==> config.mk <==
export PLATFORM = sky130hd
export DESIGN_NAME = hsb_to_rgb_smooth_top
export DESIGN_NICKNAME = d
export VERILOG_FILES = /design/src/rtl/hsbr_pkg.sv /design/src/rtl/hsbr_prep.sv /design/src/rtl/hsbr_chan.sv /design/src/rtl/hsb_to_rgb_smooth_top.sv
export SDC_FILE = /design/constraint.sdc
export NUM_CORES = 2
export LEC_CHECK = 0
export BUFFER_PORTS_ARGS = -buffer_cell sky130_fd_sc_hd__buf_2
export CORE_MARGIN = 1
export CORE_UTILIZATION = 45
export DETAILED_ROUTE_END_ITERATION = 7
export SYNTH_ARGS = -nofsm -noshare
export SYNTH_HDL_FRONTEND = slang
export SYNTH_HIERARCHICAL = 1
export SYNTH_SLANG_ARGS = --single-unit
==> constraint.sdc <==
create_clock -name clk -period 8.7 [get_ports clk]
set_input_delay 0.435 -clock clk [delete_from_list [all_inputs] [get_ports clk]]
set_output_delay 0.435 -clock clk [all_outputs]
set_load 0.005 [all_outputs]
==> src/rtl/hsbr_pkg.sv <==
// ----------------------------------------------------------------------------
// HSB to RGB converter package
// Beat types and the fixed constants shared by the pipeline stages.
// ----------------------------------------------------------------------------
package hsbr_pkg;

  // Input beat: hue, saturation and brightness with 12 fraction bits.
  typedef struct packed {
    logic [11:0] hue;
    logic [12:0] saturation;
    logic [12:0] brightness;
  } hsbr_in_t;

  // Result beat: truncated 8-bit color channels.
  typedef struct packed {
    logic [7:0] red;
    logic [7:0] green;
    logic [7:0] blue;
  } hsbr_out_t;

  localparam int unsigned IN_FRAC  = 12;
  localparam logic [12:0] IN_ONE   = 13'd4096;
  localparam int unsigned NUM_CHAN = 3;

  // Hue offsets in sixths of a turn for red, green and blue.
  localparam logic [2:0] CHAN_OFFSET [NUM_CHAN] = '{3'd0, 3'd4, 3'd2};

endpackage

==> src/rtl/hsbr_prep.sv <==
// ----------------------------------------------------------------------------
// HSB to RGB input stage
// Clamps saturation and brightness to 1.0, scales hue by six and converts
// all three to the internal fixed-point format.
// ----------------------------------------------------------------------------
module hsbr_prep #(
  parameter int unsigned FRACTION_BITS = 12
) (
  input  logic                     clk,
  input  logic                     rst_n,
  input  logic                     in_vld,
  input  hsbr_pkg::hsbr_in_t       in_pixel,
  output logic                     vld,
  output logic [FRACTION_BITS+2:0] h6,
  output logic [FRACTION_BITS:0]   s,
  output logic [FRACTION_BITS:0]   b
);
  import hsbr_pkg::*;

  localparam int unsigned F = FRACTION_BITS;

  logic [14:0]    hue6;
  logic [F+14:0]  h_wide;
  logic [12:0]    s_clamp;
  logic [12:0]    b_clamp;
  logic [F+12:0]  s_wide;
  logic [F+12:0]  b_wide;

  logic           vld_r;
  logic [F+2:0]   h6_r, h6_nxt;
  logic [F:0]     s_r, s_nxt;
  logic [F:0]     b_r, b_nxt;

  always_comb begin
    hue6    = 15'({in_pixel.hue, 2'b00}) + 15'({in_pixel.hue, 1'b0});
    h_wide  = (F+15)'(hue6) << F;
    h6_nxt  = h_wide[F+14:IN_FRAC];
    s_clamp = (in_pixel.saturation > IN_ONE) ? IN_ONE : in_pixel.saturation;
    b_clamp = (in_pixel.brightness > IN_ONE) ? IN_ONE : in_pixel.brightness;
    s_wide  = (F+13)'(s_clamp) << F;
    b_wide  = (F+13)'(b_clamp) << F;
    s_nxt   = s_wide[F+12:IN_FRAC];
    b_nxt   = b_wide[F+12:IN_FRAC];
  end

  always_ff @(posedge clk) begin
    if (!rst_n) begin
      vld_r <= 1'b0;
    end else begin
      vld_r <= in_vld;
    end
  end

  always_ff @(posedge clk) begin
    h6_r <= h6_nxt;
    s_r  <= s_nxt;
    b_r  <= b_nxt;
  end

  assign vld = vld_r;
  assign h6  = h6_r;
  assign s   = s_r;
  assign b   = b_r;

endmodule

==> src/rtl/hsbr_chan.sv <==
// ----------------------------------------------------------------------------
// HSB to RGB channel pipeline
// Six stages for one color channel: hue fold and clamp, square, smoothstep,
// saturation mix, brightness scale and conversion to 8 bits.
// ----------------------------------------------------------------------------
module hsbr_chan #(
  parameter int unsigned FRACTION_BITS = 12
) (
  input  logic                     clk,
  input  logic                     rst_n,
  input  logic [2:0]               offset,
  input  logic                     in_vld,
  input  logic [FRACTION_BITS+2:0] h6,
  input  logic [FRACTION_BITS:0]   s,
  input  logic [FRACTION_BITS:0]   b,
  output logic                     vld,
  output logic [7:0]               value
);
  import hsbr_pkg::*;

  localparam int unsigned F = FRACTION_BITS;
  localparam logic [F+3:0] ONE   = (F+4)'(1) << F;
  localparam logic [F+3:0] TWO   = (F+4)'(2) << F;
  localparam logic [F+3:0] THREE = (F+4)'(3) << F;
  localparam logic [F+3:0] SIX   = (F+4)'(6) << F;

  // Valid bits, one per stage.
  logic [5:0]     vld_r;

  logic [F+3:0]   t_sum, t_mod, d;
  logic [F:0]     x_r, x_nxt;
  logic [2*F+1:0] sq;
  logic [F+3:0]   w_full;
  logic [F:0]     x2_r, x2_nxt;
  logic [F+1:0]   w_r, w_nxt;
  logic [2*F+2:0] pw;
  logic [F:0]     y_r, y_nxt;
  logic [2*F+1:0] sy;
  logic [F+1:0]   mix;
  logic [F:0]     m_r, m_nxt;
  logic [2*F+1:0] mb;
  logic [F+1:0]   vq;
  logic [F:0]     v_r, v_nxt;
  logic [F+8:0]   v255;
  logic [8:0]     q;
  logic [7:0]     value_r, value_nxt;

  // Saturation and brightness ride along until their multiply stages.
  logic [F:0]     s2_r, s3_r, s4_r;
  logic [F:0]     b2_r, b3_r, b4_r, b5_r;

  always_comb begin
    // Fold the hue into the triangle |t - 3| - 1, clamped to [0, 1].
    t_sum = (F+4)'(h6) + ((F+4)'(offset) << F);
    t_mod = (t_sum >= SIX) ? (t_sum - SIX) : t_sum;
    d     = (t_mod >= THREE) ? (t_mod - THREE) : (THREE - t_mod);
    if (d <= ONE) begin
      x_nxt = '0;
    end else if (d >= TWO) begin
      x_nxt = ONE[F:0];
    end else begin
      x_nxt = (F+1)'(d - ONE);
    end

    sq     = x_r * x_r;
    x2_nxt = sq[2*F:F];
    w_full = THREE - ((F+4)'(x_r) << 1);
    w_nxt  = w_full[F+1:0];

    pw    = x2_r * w_r;
    y_nxt = pw[2*F:F];

    // Mix from white toward the pure hue; the sum never exceeds 1.0.
    sy    = s4_r * y_r;
    mix   = (F+2)'(ONE[F:0] - s4_r) + (F+2)'(sy[2*F:F]);
    m_nxt = mix[F:0];

    mb    = m_r * b5_r;
    vq    = mb[2*F+1:F];
    v_nxt = (vq > (F+2)'(ONE)) ? ONE[F:0] : vq[F:0];

    v255      = ((F+9)'(v_r) << 8) - (F+9)'(v_r);
    q         = v255[F+8:F];
    value_nxt = (q > 9'd255) ? 8'd255 : q[7:0];
  end

  always_ff @(posedge clk) begin
    if (!rst_n) begin
      vld_r <= '0;
    end else begin
      vld_r <= {vld_r[4:0], in_vld};
    end
  end

  always_ff @(posedge clk) begin
    x_r     <= x_nxt;
    s2_r    <= s;
    b2_r    <= b;
    x2_r    <= x2_nxt;
    w_r     <= w_nxt;
    s3_r    <= s2_r;
    b3_r    <= b2_r;
    y_r     <= y_nxt;
    s4_r    <= s3_r;
    b4_r    <= b3_r;
    m_r     <= m_nxt;
    b5_r    <= b4_r;
    v_r     <= v_nxt;
    value_r <= value_nxt;
  end

  assign vld   = vld_r[5];
  assign value = value_r;

endmodule

==> src/rtl/hsb_to_rgb_smooth_top.sv <==
// ----------------------------------------------------------------------------
// HSB to RGB converter, smooth cubic hue curve
// Converts one pixel of hue, saturation and brightness into 8-bit RGB.
// ----------------------------------------------------------------------------
// Usage:
//   A pixel beat is taken on in_pixel at each rising edge where start is
//   high and busy is low. busy is always low: the converter is a fully
//   pipelined datapath and takes one pixel every clock cycle.
//   Each result appears on out_pixel for exactly one cycle with out_valid
//   high, after the input register and the six registered stages of its
//   color channel pipeline.
//   Results leave in input order.
//   Throughput is one pixel per cycle; the depth is set by the chain of
//   four registered multiplies per channel (square, smoothstep, saturation
//   mix and brightness scale) plus the fold and output scaling stages.
//   Saturation and brightness above 1.0 (4096) are treated as 1.0.
//   The block holds no state between pixels. A synchronous reset clears
//   the valid bits so no result strobe follows reset; beats in flight are
//   dropped. The receiver cannot stall the output, so there is no
//   backpressure path.
// ----------------------------------------------------------------------------
module hsb_to_rgb_smooth_top #(
  parameter int unsigned FRACTION_BITS = 12
) (
  input  logic                 clk,
  input  logic                 rst_n,
  input  logic                 start,
  output logic                 busy,
  input  hsbr_pkg::hsbr_in_t   in_pixel,
  output logic                 out_valid,
  output hsbr_pkg::hsbr_out_t  out_pixel
);
  import hsbr_pkg::*;

  localparam int unsigned F = FRACTION_BITS;

  logic                prep_vld;
  logic [F+2:0]        prep_h6;
  logic [F:0]          prep_s;
  logic [F:0]          prep_b;
  logic [NUM_CHAN-1:0] chan_vld;
  logic [7:0]          chan_value [NUM_CHAN];

  assign busy = 1'b0;

  hsbr_prep #(
    .FRACTION_BITS(F)
  ) u_prep (
    .clk      (clk),
    .rst_n    (rst_n),
    .in_vld   (start && !busy),
    .in_pixel (in_pixel),
    .vld      (prep_vld),
    .h6       (prep_h6),
    .s        (prep_s),
    .b        (prep_b)
  );

  for (genvar k = 0; k < NUM_CHAN; k++) begin : g_chan
    hsbr_chan #(
      .FRACTION_BITS(F)
    ) u_chan (
      .clk    (clk),
      .rst_n  (rst_n),
      .offset (CHAN_OFFSET[k]),
      .in_vld (prep_vld),
      .h6     (prep_h6),
      .s      (prep_s),
      .b      (prep_b),
      .vld    (chan_vld[k]),
      .value  (chan_value[k])
    );
  end

  assign out_valid       = chan_vld[0];
  assign out_pixel.red   = chan_value[0];
  assign out_pixel.green = chan_value[1];
  assign out_pixel.blue  = chan_value[2];

  // The three channel pipelines must stay in lockstep.
  a_chan_lockstep: assert property (@(posedge clk) disable iff (!rst_n)
    (chan_vld == '0) || (chan_vld == '1))
    else $error("channel valid bits disagree");

  a_out_origin: assert property (@(posedge clk) disable iff (!rst_n)
    out_valid |-> $past(prep_vld, 6))
    else $error("result strobe without a matching input beat");

  a_black: assert property (@(posedge clk) disable iff (!rst_n)
    (prep_vld && (prep_b == '0)) |-> ##6 (out_pixel == '0))
    else $error("zero brightness did not give black");

  a_gray: assert property (@(posedge clk) disable iff (!rst_n)
    (prep_vld && (prep_s == '0)) |-> ##6
      ((out_pixel.red == out_pixel.green) && (out_pixel.green == out_pixel.blue)))
    else $error("zero saturation did not give gray");

endmodule

==> out/summary.txt <==
Crit-path slowest cell = or4b_2
reg2reg start = g_chan[0].u_chan/s4_r[6]$_DFF_P_
final slew viol count = 0
post-DR vias/cell = 4.94
CP max stage delay = 0.63 ns
gp weighted congestion = 0.838
Inserted Diodes = 0
share of cells above drive strength 1 = 0.0318
initial core utilization = 0.453
TNS Setup = 0 ns
Site Rows = 151
post-synthesis area per instance = 9.31 sq um
cell mode on critical path = fa_1
die area = 172000 sq um
r2r setup slk = 0.71 ns
Post-Syn Area = 76800 sq um
Worst-path clk slew = 0.06 ns
initial antenna violation count = 0
CORE AREA = 169000 sq um
cells on worst reg2reg path = 29
RR Endpoint = g_chan[0].u_chan/m_r[11]$_DFF_P_
CP startpoint kind = register
Worst Hold End = u_prep/s[7]$_SDFF_PN0_
Hold Vio Cnt, Final = 0
nets = 10400
slack of the critical path = 0.710 ns
hpwl dp = 131000 microns
All-Layer GR Usage = 0.192
H-tree Lvls = 3
post-route ant nets = 0
Worst Setup End Kind = register
GRT overflow = 0
Post-Syn Instances = 8251
setup repair after global routing missed its margin = false
Crit Path Class = register to register
worst hold path depth = 2
Max-Cap Viols = 0
clock sink total = 578
crit share post-route = 0.918
Worst-Skew Late Latency = 0.68 ns
worst path required time = 9.31 ns
routed wire length = 160000 microns
Pre-antenna DRT Iters = 5
DRC viols = 0
Chip Height = 415 microns
# IOs = 67
Worst Tran Pin Value = 1.02 ns
Hold Crit Class = input pin to register
Num CTS Buffers = 69
fmax = 125 MHz
largest net degree at the start of global routing = 26
CTS root buf = clkbuf_16
CP Data Arrival Time = 8.60 ns
outcome = finished clean
Clock Path Buffers = 3
area growth from synthesis to layout = 6.15%
min-delay src = in_pixel[20]
initial DRC count = 2223
Synthesis Warnings = 6
most frequent cells in the layout = inv_1 (1734), fa_1 (1369), nand2_1 (1043)
Die W = 415 microns
# setup viols final = 0
Rel. slew slack = 0.318
WL/cell = 15.3 microns
CTS tree = done
PortBufs = 65
Worst Skew = 0.0237 ns
via count = 51400
most common cell after layout, fill and taps aside = inv_1
min Tclk post-route = 7.99 ns
vias in the first global route = 55600
first-pass GRT wire length = 273000 microns
CTS resizes = 0
crit-path max FO = 14
Place WS = 0.698 ns
routing by layer:
metal	vias to the layer above	global-route usage	share of wire
met5	-	0	0
met4	0	0.0453	0.021
met3	210	0.0215	0.034
met2	817	0.336	0.49
met1	25600	0.253	0.46
li1	24700	-	-
critical path, delay by kind of cell (launching register included):
family	cells	cell delay, ns
buffers and inverters	4	0.20
DFF	1	0.46
AOI/OAI and AO/OA	11	2.42
adders and majority gates	8	3.45
and+or+nand+nor	5	1.25
xor gates and xnor gates	1	0.14
stage by stage:
step | area (sq um) | hold WS (ns) | utilization | cells
5_1_grt | 81500 | 0.0319 | 0.481 | 10400
3_3_place_gp | 78800 | 0.310 | 0.465 | 10200
3_5_place_dp | 78800 | 0.312 | 0.465 | 10200
2_1_floorplan | 76900 | 0.310 | - | 8262
4_1_cts | 81500 | 0.0162 | 0.481 | 10400
6_report | 81500 | 0.0726 | 0.481 | 10400
worst max-delay path by stage:
stage / from / end / slack [ns] / cells past startpoint
floorplan: g_chan[0].u_chan/s4_r[6]$_DFF_P_ / g_chan[0].u_chan/m_r[11]$_DFF_P_ / 1.35 / 30
global placement: g_chan[0].u_chan/s4_r[6]$_DFF_P_ / g_chan[0].u_chan/m_r[11]$_DFF_P_ / 0.81 / 29
detailed placement: g_chan[0].u_chan/s4_r[6]$_DFF_P_ / g_chan[0].u_chan/m_r[11]$_DFF_P_ / 0.70 / 29
CTS: g_chan[0].u_chan/s4_r[6]$_DFF_P_ / g_chan[0].u_chan/m_r[11]$_DFF_P_ / 0.69 / 29
global route: g_chan[0].u_chan/s4_r[6]$_DFF_P_ / g_chan[0].u_chan/m_r[11]$_DFF_P_ / 0.20 / 29
finish: g_chan[0].u_chan/s4_r[6]$_DFF_P_ / g_chan[0].u_chan/m_r[11]$_DFF_P_ / 0.71 / 29
final cells by class:
cell class	count	area (sq um)
Fill cell	15900	87900
Multi-Input combinational cell	5648	57600
Sequential cell	578	11600
Inverter	1734	6510
Tap cell	2218	2780
Clock buffer	81	1850
Timing Repair Buffer	98	641
Clock inverter	47	577
timing repair:
item                       4_1_cts  5_1_grt
buffers inserted                 0        0
setup endpoints to repair        0        0
hold endpoints to repair        31        0
hold buffers                    27        0
Power is not shown: default switching activity piles up to over one toggle a cycle in this logic, so the estimate is an artifact.
